`config.mk`:
```
export PLATFORM = sky130hd
export DESIGN_NAME = periodic_channel_poll_scheduler_unit
export DESIGN_NICKNAME = d
export VERILOG_FILES = /design/src/sv/pcps_pkg.sv /design/src/sv/pcps_div.sv /design/src/sv/pcps_cfg.sv /design/src/sv/periodic_channel_poll_scheduler_unit.sv
export SDC_FILE = /design/constraint.sdc
export NUM_CORES = 2
export LEC_CHECK = 0
export BUFFER_PORTS_ARGS = -buffer_cell sky130_fd_sc_hd__buf_2
export CORE_UTILIZATION = 57
export CTS_CLUSTER_SIZE = 28
export DETAILED_ROUTE_END_ITERATION = 8
export PLACE_DENSITY = 0.75
export REMOVE_ABC_BUFFERS = 1
export SKIP_LAST_GASP = 1
export SLEW_MARGIN = 10
export SYNTH_ARGS = -nofsm -noshare
export SYNTH_HDL_FRONTEND = slang
export SYNTH_SLANG_ARGS = --single-unit
```
`constraint.sdc`:
```
create_clock -name i_clk -period 18.5 [get_ports i_clk]
set_input_delay 2.775 -clock i_clk [delete_from_list [all_inputs] [get_ports i_clk]]
set_output_delay 2.775 -clock i_clk [all_outputs]
set_load 0.05 [all_outputs]
```
`src/sv/pcps_pkg.sv`:
```
// ----------------------------------------------------------------------------
// pcps_pkg
// Shared widths, codes and types of the periodic channel poll scheduler.
// ----------------------------------------------------------------------------
package pcps_pkg;

    localparam int TIME_W       = 48;
    localparam int PERIOD_W     = 32;
    localparam int CH_W         = 3;
    localparam int COUNT_W      = 4;
    localparam int RESULT_LIMIT = 8;
    localparam int PADDR_W      = 3;
    localparam int PDATA_W      = 32;

    localparam logic [TIME_W-1:0] TIME_MAX = '1;

    localparam logic OP_DISPATCH = 1'b0;
    localparam logic OP_LOAD     = 1'b1;

    // word index of the register file (paddr bit 2)
    localparam logic REG_ACTIVE = 1'b0;

    typedef enum logic [2:0] {
        S_IDLE,
        S_READ,
        S_CHECK,
        S_DIV,
        S_UPD,
        S_WB,
        S_LAST
    } t_state;

    typedef struct packed {
        logic [PERIOD_W-1:0] period;
        logic [TIME_W-1:0]   deadline;
    } t_entry;

endpackage

```
`src/sv/pcps_div.sv`:
```
// ----------------------------------------------------------------------------
// pcps_div
// Restoring remainder unit: one dividend bit per cycle, all TIME_W bits of the dividend.
// ----------------------------------------------------------------------------
module pcps_div
    import pcps_pkg::*;
(
    input  logic                i_clk,
    input  logic                i_rst_n,
    input  logic                i_start,
    input  logic [TIME_W-1:0]   i_dividend,
    input  logic [PERIOD_W-1:0] i_divisor,
    output logic                o_done,
    output logic [PERIOD_W-1:0] o_rem
);

    localparam int CNT_W = $clog2(TIME_W);

    logic                r_busy;
    logic                r_done;
    logic [CNT_W-1:0]    r_cnt;
    logic [TIME_W-1:0]   r_dvd;
    logic [PERIOD_W-1:0] r_dsr;
    logic [PERIOD_W-1:0] r_rem;

    logic [PERIOD_W:0]   trial;
    logic [PERIOD_W:0]   diff;
    logic [PERIOD_W-1:0] n_rem;

    always_comb begin
        trial = {r_rem, r_dvd[TIME_W-1]};
        diff  = trial - {1'b0, r_dsr};
        if (trial >= {1'b0, r_dsr}) begin
            n_rem = diff[PERIOD_W-1:0];
        end else begin
            n_rem = trial[PERIOD_W-1:0];
        end
    end

    always_ff @(posedge i_clk) begin
        if (!i_rst_n) begin
            r_busy <= 1'b0;
            r_done <= 1'b0;
            r_cnt  <= '0;
        end else begin
            r_done <= 1'b0;
            if (i_start) begin
                r_busy <= 1'b1;
                r_cnt  <= '0;
            end else if (r_busy) begin
                r_cnt <= r_cnt + 1'b1;
                if (r_cnt == CNT_W'(TIME_W - 1)) begin
                    r_busy <= 1'b0;
                    r_done <= 1'b1;
                end
            end
        end
    end

    always_ff @(posedge i_clk) begin
        if (i_start) begin
            r_dvd <= i_dividend;
            r_dsr <= i_divisor;
            r_rem <= '0;
        end else if (r_busy) begin
            r_dvd <= {r_dvd[TIME_W-2:0], 1'b0};
            r_rem <= n_rem;
        end
    end

    assign o_done = r_done;
    assign o_rem  = r_rem;

endmodule

```
`src/sv/pcps_cfg.sv`:
```
// ----------------------------------------------------------------------------
// pcps_cfg
// APB register file: active channel count.
// ----------------------------------------------------------------------------
module pcps_cfg
    import pcps_pkg::*;
(
    input  logic               i_clk,
    input  logic               i_rst_n,
    input  logic               psel,
    input  logic               penable,
    input  logic               pwrite,
    input  logic [PADDR_W-1:0] paddr,
    input  logic [PDATA_W-1:0] pwdata,
    output logic [PDATA_W-1:0] prdata,
    output logic               pready,
    output logic [COUNT_W-1:0] o_active
);

    logic [COUNT_W-1:0] r_active;
    logic               wr_en;

    assign pready = 1'b1;
    assign wr_en  = psel && penable && pwrite && pready && (paddr[PADDR_W-1] == REG_ACTIVE);

    always_ff @(posedge i_clk) begin
        if (!i_rst_n) begin
            r_active <= '0;
        end else if (wr_en) begin
            r_active <= pwdata[COUNT_W-1:0];
        end
    end

    always_comb begin
        if (paddr[PADDR_W-1] == REG_ACTIVE) begin
            prdata = PDATA_W'(r_active);
        end else begin
            prdata = '0;
        end
    end

    assign o_active = r_active;

endmodule

```
`src/sv/periodic_channel_poll_scheduler_unit.sv`:
```
// ----------------------------------------------------------------------------
// periodic_channel_poll_scheduler_unit
// Multi-rate channel scheduler: period/deadline table in one RAM, walked on
// each dispatch with a shared remainder unit for the skip-ahead step.
// ----------------------------------------------------------------------------
//  channel   | handshake                  | payload
//  input     | start, busy                | i_op i_now_time i_channel_index
//            |                            | i_period_ticks
//  result    | o_valid (1-cycle strobe)   | o_poll_valid o_polled_channel o_last
//            |                            | o_polled_count o_has_deadline
//            |                            | o_earliest_deadline
//  config    | psel penable pwrite pready | paddr pwdata prdata
//
//  Load: no result, busy stays low.
//  Dispatch: per channel S_READ, S_CHECK, then S_DIV, S_UPD, S_WB if due;
//  the remainder unit (one bit a cycle) sets the per-poll cost.
//  Results leave one per cycle at most; o_valid cannot be held off.
//  Reset is synchronous; table RAM is not cleared.
// ----------------------------------------------------------------------------
module periodic_channel_poll_scheduler_unit
    import pcps_pkg::*;
#(
    parameter int CHANNELS = 8
) (
    input  logic                i_clk,
    input  logic                i_rst_n,
    input  logic                start,
    output logic                busy,
    input  logic                i_op,
    input  logic [TIME_W-1:0]   i_now_time,
    input  logic [CH_W-1:0]     i_channel_index,
    input  logic [PERIOD_W-1:0] i_period_ticks,
    output logic                o_valid,
    output logic                o_poll_valid,
    output logic [CH_W-1:0]     o_polled_channel,
    output logic                o_last,
    output logic [COUNT_W-1:0]  o_polled_count,
    output logic                o_has_deadline,
    output logic [TIME_W-1:0]   o_earliest_deadline,
    input  logic                psel,
    input  logic                penable,
    input  logic                pwrite,
    input  logic [PADDR_W-1:0]  paddr,
    input  logic [PDATA_W-1:0]  pwdata,
    output logic [PDATA_W-1:0]  prdata,
    output logic                pready
);

    localparam int AW    = (CHANNELS > 1) ? $clog2(CHANNELS) : 1;
    localparam int LIMIT = (CHANNELS < RESULT_LIMIT) ? CHANNELS : RESULT_LIMIT;

    t_state r_state, n_state;

    logic [COUNT_W-1:0]  r_idx, n_idx;
    logic [COUNT_W-1:0]  r_count, n_count;
    logic                r_pend_v, n_pend_v;
    logic [CH_W-1:0]     r_pend_ch, n_pend_ch;
    logic [TIME_W-1:0]   r_now, n_now;
    logic [PERIOD_W-1:0] r_per, n_per;
    logic [TIME_W-1:0]   r_base, n_base;
    logic [TIME_W-1:0]   r_newdl, n_newdl;
    logic [TIME_W-1:0]   r_earliest, n_earliest;

    logic                r_o_valid, n_o_valid;
    logic                r_o_poll_valid, n_o_poll_valid;
    logic [CH_W-1:0]     r_o_ch, n_o_ch;
    logic                r_o_last, n_o_last;
    logic [COUNT_W-1:0]  r_o_count, n_o_count;
    logic                r_o_has, n_o_has;
    logic [TIME_W-1:0]   r_o_earliest, n_o_earliest;

    t_entry              mem [CHANNELS];
    t_entry              r_rdata;
    logic                mem_we;
    logic [AW-1:0]       mem_waddr;
    t_entry              mem_wdata;
    logic [AW-1:0]       mem_raddr;

    logic [COUNT_W-1:0]  active;
    logic [COUNT_W-1:0]  n_eff;
    logic                accept;
    logic                at_end;
    logic                due;
    logic [PERIOD_W-1:0] eff_per;
    logic [TIME_W:0]     sum;
    logic                div_start;
    logic                div_done;
    logic [PERIOD_W-1:0] div_rem;

    pcps_cfg u_cfg (
        .i_clk    (i_clk),
        .i_rst_n  (i_rst_n),
        .psel     (psel),
        .penable  (penable),
        .pwrite   (pwrite),
        .paddr    (paddr),
        .pwdata   (pwdata),
        .prdata   (prdata),
        .pready   (pready),
        .o_active (active)
    );

    pcps_div u_div (
        .i_clk      (i_clk),
        .i_rst_n    (i_rst_n),
        .i_start    (div_start),
        .i_dividend (r_now - r_rdata.deadline),
        .i_divisor  (eff_per),
        .o_done     (div_done),
        .o_rem      (div_rem)
    );

    assign busy   = (r_state != S_IDLE);
    assign accept = start && !busy;
    assign n_eff  = (active > COUNT_W'(LIMIT)) ? COUNT_W'(LIMIT) : active;
    assign at_end = (r_idx == n_eff - 1'b1);
    assign due    = (r_rdata.deadline <= r_now);
    assign eff_per = (r_rdata.period == '0) ? PERIOD_W'(1) : r_rdata.period;
    assign sum    = {1'b0, r_base} + (TIME_W + 1)'(r_per);
    assign mem_raddr = AW'(r_idx);

    // table RAM
    always_ff @(posedge i_clk) begin
        if (mem_we) begin
            mem[mem_waddr] <= mem_wdata;
        end
        r_rdata <= mem[mem_raddr];
    end

    always_comb begin
        n_state = r_state;
        case (r_state)
            S_IDLE: begin
                if (accept && i_op == OP_DISPATCH) begin
                    n_state = (n_eff == '0) ? S_LAST : S_READ;
                end
            end
            S_READ:  n_state = S_CHECK;
            S_CHECK: begin
                if (due) begin
                    n_state = S_DIV;
                end else begin
                    n_state = at_end ? S_LAST : S_READ;
                end
            end
            S_DIV: begin
                if (div_done) begin
                    n_state = S_UPD;
                end
            end
            S_UPD:  n_state = S_WB;
            S_WB:   n_state = at_end ? S_LAST : S_READ;
            S_LAST: n_state = S_IDLE;
            default: n_state = S_IDLE;
        endcase
    end

    always_comb begin
        n_idx          = r_idx;
        n_count        = r_count;
        n_pend_v       = r_pend_v;
        n_pend_ch      = r_pend_ch;
        n_now          = r_now;
        n_per          = r_per;
        n_base         = r_base;
        n_newdl        = r_newdl;
        n_earliest     = r_earliest;
        n_o_valid      = 1'b0;
        n_o_poll_valid = 1'b0;
        n_o_ch         = '0;
        n_o_last       = 1'b0;
        n_o_count      = '0;
        n_o_has        = 1'b0;
        n_o_earliest   = '0;
        mem_we         = 1'b0;
        mem_waddr      = AW'(r_idx);
        mem_wdata      = '{period: r_rdata.period, deadline: r_newdl};
        div_start      = 1'b0;
        case (r_state)
            S_IDLE: begin
                if (accept) begin
                    if (i_op == OP_LOAD) begin
                        if (32'(i_channel_index) < CHANNELS) begin
                            mem_we    = 1'b1;
                            mem_waddr = AW'(i_channel_index);
                            mem_wdata = '{period: i_period_ticks, deadline: i_now_time};
                        end
                    end else begin
                        n_now    = i_now_time;
                        n_idx    = '0;
                        n_count  = '0;
                        n_pend_v = 1'b0;
                    end
                end
            end
            S_CHECK: begin
                n_per = eff_per;
                if (due) begin
                    div_start = 1'b1;
                end else begin
                    if (r_idx == '0 || r_rdata.deadline < r_earliest) begin
                        n_earliest = r_rdata.deadline;
                    end
                    if (!at_end) begin
                        n_idx = r_idx + 1'b1;
                    end
                end
            end
            S_DIV: begin
                if (div_done) begin
                    n_base = r_now - TIME_W'(div_rem);
                end
            end
            S_UPD: begin
                n_newdl = sum[TIME_W] ? TIME_MAX : sum[TIME_W-1:0];
            end
            S_WB: begin
                mem_we = 1'b1;
                if (r_idx == '0 || r_newdl < r_earliest) begin
                    n_earliest = r_newdl;
                end
                if (r_pend_v) begin
                    n_o_valid      = 1'b1;
                    n_o_poll_valid = 1'b1;
                    n_o_ch         = r_pend_ch;
                end
                n_pend_v  = 1'b1;
                n_pend_ch = r_idx[CH_W-1:0];
                n_count   = r_count + 1'b1;
                if (!at_end) begin
                    n_idx = r_idx + 1'b1;
                end
            end
            S_LAST: begin
                n_o_valid      = 1'b1;
                n_o_last       = 1'b1;
                n_o_poll_valid = r_pend_v;
                n_o_ch         = r_pend_v ? r_pend_ch : '0;
                n_o_count      = r_pend_v ? r_count : '0;
                n_o_has        = (n_eff != '0);
                n_o_earliest   = (n_eff != '0) ? r_earliest : '0;
            end
            default: begin
            end
        endcase
    end

    always_ff @(posedge i_clk) begin
        if (!i_rst_n) begin
            r_state        <= S_IDLE;
            r_pend_v       <= 1'b0;
            r_o_valid      <= 1'b0;
            r_o_last       <= 1'b0;
            r_o_poll_valid <= 1'b0;
        end else begin
            r_state        <= n_state;
            r_pend_v       <= n_pend_v;
            r_o_valid      <= n_o_valid;
            r_o_last       <= n_o_last;
            r_o_poll_valid <= n_o_poll_valid;
        end
    end

    always_ff @(posedge i_clk) begin
        r_idx        <= n_idx;
        r_count      <= n_count;
        r_pend_ch    <= n_pend_ch;
        r_now        <= n_now;
        r_per        <= n_per;
        r_base       <= n_base;
        r_newdl      <= n_newdl;
        r_earliest   <= n_earliest;
        r_o_ch       <= n_o_ch;
        r_o_count    <= n_o_count;
        r_o_has      <= n_o_has;
        r_o_earliest <= n_o_earliest;
    end

    assign o_valid             = r_o_valid;
    assign o_poll_valid        = r_o_poll_valid;
    assign o_polled_channel    = r_o_ch;
    assign o_last              = r_o_last;
    assign o_polled_count      = r_o_count;
    assign o_has_deadline      = r_o_has;
    assign o_earliest_deadline = r_o_earliest;

`ifndef NO_ASSERTIONS
    a_valid_after_busy: assert property (@(posedge i_clk) disable iff (!i_rst_n)
        o_valid |-> $past(busy))
        else $error("result without a dispatch in progress");

    a_last_is_valid: assert property (@(posedge i_clk) disable iff (!i_rst_n)
        o_last |-> o_valid)
        else $error("last flag without result strobe");

    a_mid_is_poll: assert property (@(posedge i_clk) disable iff (!i_rst_n)
        (o_valid && !o_last) |-> (o_poll_valid && o_polled_count == '0))
        else $error("non-final result is not a bare poll");

    a_last_frees: assert property (@(posedge i_clk) disable iff (!i_rst_n)
        (o_valid && o_last) |-> !busy)
        else $error("still busy when final result leaves");

    a_div_done_state: assert property (@(posedge i_clk) disable iff (!i_rst_n)
        div_done |-> (r_state == S_DIV))
        else $error("remainder ready outside divide wait");
`endif

endmodule
```
# ---- After elaboration in Yosys (flattened, before gate mapping)
# Memory sizes are Yosys's and may differ from the RTL's. A register that Yosys moved wholly into a read port is not among the register bits.
# Cells that the tools add are included.
dict set report word_totals {
  reg_bits 422
  ram_bits 640
  in_bits 125
  output_inout_bits 93
  elab_cells 133
  mem_count 1
}
# name words word_bits read_ports rd_clocked_by_memory_dff write_ports line_no
set memory_table {}
lappend memory_table {mem 8 80 1 1 1 periodic_channel_poll_scheduler_unit.sv:72} ;# t_entry mem [CHANNELS];
dict set report op_classes {
  addsub 8
  order_cmp 5
  n_eq_ne 15
  n_mux 46
  bitwise_logic 4
  n_reduce_logical 30
}
# cell n
set op_table {}
lappend op_table {{2-to-1 mux 48 bit} 5}
lappend op_table {{2-to-1 mux 80 bit} 3}
lappend op_table {{< comparator 48 bit} 2}
lappend op_table {{one-hot mux 48 bit (2 select lines)} 1}
lappend op_table {{2-to-1 mux 32 bit} 2}
lappend op_table {{adder 48 x 32 -> 49 bit} 1}
lappend op_table {{<= comparator 48 bit} 1}
lappend op_table {{subtractor 48 x 32 -> 48 bit} 1}
lappend op_table {{subtractor 48 bit} 1}
lappend op_table {{greater-or-equal comparator 33 x 32 -> 1 bit} 1}
lappend op_table {{zero test 32 bit} 1}
lappend op_table {{subtractor 32 bit} 1}
lappend op_table {{2-to-1 mux 3 bit} 8}
lappend op_table {{2-to-1 mux 4 bit} 6}
lappend op_table {{one-hot mux 3 bit (6 select lines)} 1}
lappend op_table {{2-to-1 mux 1 bit} 14}
lappend op_table {{!= test 2 bit, second input constant} 6}
lappend op_table {{one-hot mux 4 bit (3 select lines)} 1}
lappend op_table {{AND reduction 2 bit} 5}
lappend op_table {{equality test 3 bit, second input constant} 3}
lappend op_table {{adder 4 x 1 -> 4 bit, second input constant} 2}
lappend op_table {{zero test 4 bit} 2}
lappend op_table {{one-hot mux 1 bit (2 select lines)} 4}
lappend op_table {{one-hot mux 4 bit (2 select lines)} 1}
lappend op_table {{other kinds (20)} 35}

# ---- Logic depth before layout (Yosys ltp)
dict set report logic_depth {
  depth_word 7
  mapped_depth 16
  ltp_nobuf 14
}

# ---- Cells and area by module
# Synthesis repeated with hierarchy kept, for this count alone.
dict set report unflattened {
  hier_cells 3963
  area_unflattened_um2 52940.8
}
# module n_inst cells_per_inst area_per_inst_um2 seq_area_each_um2
set by_module_without_submodules {}
lappend by_module_without_submodules {periodic_channel_poll_scheduler_unit 1 3280 45851.5 29137.9}
lappend by_module_without_submodules {pcps_div 1 629 6660.1 3203.1}
lappend by_module_without_submodules {pcps_cfg 1 54 429.2 80.1}

# ---- Worst setup path before layout
# Ideal clock, no wire load.
dict set report synth_timing {
  kind {input-to-reg}
  from {in i_op}
  to {mem mem[6][0] in the netlist's numbering (enable)}
  setup_ps 633
  t_arrival_ps 9308
  required_ps 17867
  setup_slack_ps 8559
  path_stages 5
  path_buffers 1
  path_cell_list {and3_1 -> clkbuf_1 -> nand2_1 -> o22ai_1 -> nor3b_1}
}
dict set report synth_between {
  elab_chain_cells 5
  elab_cells_between_ends 8
  cone_classes {mux: 8}
}
# item line_no
set synth_rtl {}
lappend synth_rtl {{start: declaration} periodic_channel_poll_scheduler_unit.sv:29} ;# input logic i_op,
lappend synth_rtl {{2-to-1 mux 1 bit} periodic_channel_poll_scheduler_unit.sv:182} ;# if (i_op == OP_LOAD) begin
lappend synth_rtl {{2-to-1 mux 1 bit} periodic_channel_poll_scheduler_unit.sv:181} ;# if (accept) begin
lappend synth_rtl {{one-hot mux 1 bit (2 select lines)} periodic_channel_poll_scheduler_unit.sv:179} ;# case (r_state)
lappend synth_rtl {{2-to-1 mux 1 bit} periodic_channel_poll_scheduler_unit.sv:124} ;# if (mem_we) begin
lappend synth_rtl {{2-to-1 mux 1 bit (not written as such)} periodic_channel_poll_scheduler_unit.sv:125} ;# mem[mem_waddr] <= mem_wdata;
lappend synth_rtl {{end: declaration} periodic_channel_poll_scheduler_unit.sv:72}
# Parallel ways exist; a longest one is shown, timed or not.

# ---- Final worst setup path
dict set report layout_timing {
  from {in paddr[2]}
  to {out prdata[1]}
}
dict set report layout_between {
  elab_chain_cells 1
}
# item line_no
set layout_rtl {}
lappend layout_rtl {{start: declaration} periodic_channel_poll_scheduler_unit.sv:43} ;# input logic [PADDR_W-1:0] paddr,
lappend layout_rtl {{2-to-1 mux 4 bit} pcps_cfg.sv:35} ;# if (paddr[PADDR_W-1] == REG_ACTIVE) begin
lappend layout_rtl {{end: declaration} periodic_channel_poll_scheduler_unit.sv:45} ;# output logic [PDATA_W-1:0] prdata,
# No other way between the ends.

==> out/qor.yml <==
power_and_ir_drop:
  pwr-share-comb: 0.364
  p_per_area_nw_per_um2: 165.7
  swShare: 0.3515
  sequentialPowerShare: 0.390
  peakVddDrop_mv: 0.1161
  intPower_mw: 6.256
  leakage_nw: 21.97
  clkPwrFrac: 0.246
  power_switching_mw: 3.391
  power_mw: 9.648
global_route:
  grt_max_degree: 113
  antenna_found_initial: 1
  grt.overflow.total: 0
  grt_pass1_wl_mm: 186.7
  grt_pass1_vias: 31940
  grt.total_usage: 0.2642
yosys:
  ys.flop_type: "edfxtp_1"
  synth-seq-cells: 1142
  synth_edf_count: 955
  synthCells: 3954
  yosysWarningCount: 0
  synthesis.area_um2: 52440
  synth_cell_type_count: 78
  seq_area_frac_synth: 0.6183
  async_flop_share: 0
  syn_avg_cell_area_um2: 13.26
die:
  core_area_um2: 90560
  rows: 110
  ios: 218
  die_width_um: 305.3
  die_h_um: 305.3
  start_util: 0.5790
  dieArea_um2: 93210
finish:
  fin_nets: 4457
  layout-drive-gt1-share: 0.1566
  area_delta_synth_final_pct: 11.06
cts:
  cts_tree: "yes"
  clockRootBuffer: "clkbuf_16"
  ctsHoldBuffers: 0
  numCtsBuffers: 111
  cts_setup_buffers: 0
  clockBufferDepth: 3
  clock_latency_ns: 0.71
  path_clk_slew_ns: 0.06
  htreeDepth: 3
  cts_resized: 0
  cts.sinks: 1142
sta:
  period_needed_ns: 6.033
  slew_headroom: 0.2088
  tns_ns: 0
  finalSetupViolCount: 0
  whs_ns: 0.4435
  hold_viol: 0
  skew_ns: 0.04854
  max_freq_ghz: 0.1657
  worst_pin_slew_ns: 1.183
  rsz0062_at_grt: "false"
  slew_viol_final: 0
  timing.final.crit_share: 0.3261
drt:
  drtAntennaViolNets: 0
  firstDrtPassIters: 6
  drc: 0
  vias: 32550
  vias_per_cell: 6.073
  wl_per_cell_um: 22.98
  drt_iter0_markers: 3061
  routed_wl_mm: 123.2
run_status:
  status: "complete, no violations"
placement:
  place.gp.congestion: 0.9608
  numPortBuffers: 158
  dp_hpwl_mm: 80.97
min_path:
  worstHoldPathCells: 1
  hold_class: "flip-flop to flip-flop"
critical_path:
  arrival_ns: 3.26
  worst_setup_path_start_kind: "primary input"
  r2r_cells: 11
  critPathCaptureType: "output port"
  critical_path_required_ns: 15.73
  path_max_fanout: 5
  crit_type: "primary input to output port"
job:
  maxCapViolCount: 0
layout by cell type (no fill, tap or decap), types with 19 or more instances in the layout:
cell	netlist	final
xor2_1	64	64
o21bai_1	19	19
nor2_1	164	161
inv_1	205	204
dfxtp_1	187	186
conb_1	2	29
edfxtp_1	955	955
clkbuf_16	0	114
nor3_1	34	33
a211oi_1	41	41
nor2b_1	35	34
a21o_1	82	82
o21a_1	27	27
o211ai_1	30	30
and2_1	66	66
clkbuf_1	146	22
nand3_1	41	40
a31oi_1	34	34
buf_2	6	158
and3_1	38	35
a21oi_1	196	196
xnor2_1	85	85
nor4_1	19	19
mux2_2	83	83
o21ai_0	201	201
nand2_1	500	498
buf_4	29	35
nand4_1	41	41
mux4_2	160	160
nand2b_1	32	32
ha_1	243	243
logic make-up (layout without fill, tap and decap cells):
family                     after synthesis  count (layout)  synth area share
muxes                                  254             254           0.08864
adders and majority gates              247             247           0.05951
buffers and inverters                  411             613           0.03164
AOI/OAI and AO/OA                      736             736           0.08845
and+or+nand+nor                       1013            1013           0.08845
other                                    2              30         0.0001432
DFF                                   1142            1142            0.6183
xor gates and xnor gates               149             149           0.02489
power by group through the flow:
stage | combinational, mW | sequential (mW) | clock, mW
2_1_floorplan | 2.63 | 3.83 | 0
3_3_place_gp | 3.39 | 3.79 | 0
6_report | 3.51 | 3.76 | 2.37
3_5_place_dp | 3.46 | 3.80 | 0
5_1_grt | 3.86 | 3.79 | 2.50
4_1_cts | 3.49 | 3.75 | 2.40
flip-flops by register name (all words and copies together), names as in the netlist, 6 cells and up:
register	flops
u_div.r_dvd	48
o_earliest_deadline	48
r_base	48
u_div.r_dsr	32
r_newdl	48
u_div.o_rem	32
r_earliest	48
r_rdata	80
mem	640
r_per	32
r_now	48
u_div.r_cnt	6
cell type report:
cell class                      instances  area (um2)
Fill cell                            6518       32320
Clock buffer                          147        3087
Multi-Input combinational cell       2428       18580
Tap cell                             1176        1471
Sequential cell                      1142       32420
Clock inverter                         64       809.5
Antenna cell                            1       2.502
Inverter                              207       777.0
Timing Repair Buffer                  195        1094
layer usage:
layer  wire length, um  share of wire  global-route usage  vias to the layer above
met2             59060           0.48              0.4349                     1253
li1                  -              -                   -                    14970
met4              3849          0.031             0.08858                        0
met3              8889          0.072             0.03875                      237
met5                 0              0                   0                        -
met1             51380           0.42              0.3622                    16100
per-stage QoR:
| step | cell area [um2] | setup slack [ns] | utilization | cells |
|---|---|---|---|---|
| 2_1_floorplan | 51660 | 5.331 | - | 3777 |
| 3_3_place_gp | 54340 | 12.04 | 0.6000 | 5148 |
| 3_5_place_dp | 54340 | 11.92 | 0.6000 | 5148 |
| 4_1_cts | 58240 | 12.46 | 0.6431 | 5359 |
| 5_1_grt | 58240 | 12.43 | 0.6431 | 5359 |
| 6_report | 58240 | 12.47 | 0.6431 | 5360 |
critical path: stages:
cell     delay (ns)
buf_2          0.12
nor2b_1        0.10
buf_2          0.26
worst paths after layout:
path	to	slack, ns	startpoint
worst max register to register	u_div.r_dvd[45]	12.74	r_now[1]
worst max-delay path	prdata[1]	12.47	paddr[2]
worst min register to register	o_polled_channel[0]	0.44	r_pend_ch[0]
worst min-delay path	o_polled_channel[0]	0.44	r_pend_ch[0]
cells in the mapped netlist, drive strengths merged, types with 6 or more instances:
cell type	n	area, um2
a2111oi	6	71.32
o21ai	207	1036
nor2	164	615.6
nor3	34	170.2
o31a	6	52.55
clkbuf	146	548.0
a31oi	34	212.7
dfxtp	187	3744
nand2	500	1877
o21a	27	202.7
o21bai	19	142.6
inv	207	777.0
and2	66	412.9
nand4	41	256.5
a21oi	196	980.9
and4	6	52.55
o211ai	30	225.2
buf	58	334.1
xnor2	85	744.5
nor4	19	118.9
edfxtp	955	28680
mux2	83	934.7
a21o	82	615.6
o41ai	8	70.07
nand2b	32	200.2
o31ai	13	111.4
a221o	6	60.06
nor3b	6	45.04
nand3	41	205.2
xor2	64	560.5
or3	12	75.07
a211oi	41	307.8
ha	243	3040
mux2i	11	110.1
mux4	160	3603
nor2b	35	219.0
and3	38	237.7
a21boi	8	60.06
Note: power is estimated with default switching activity, not from simulation.
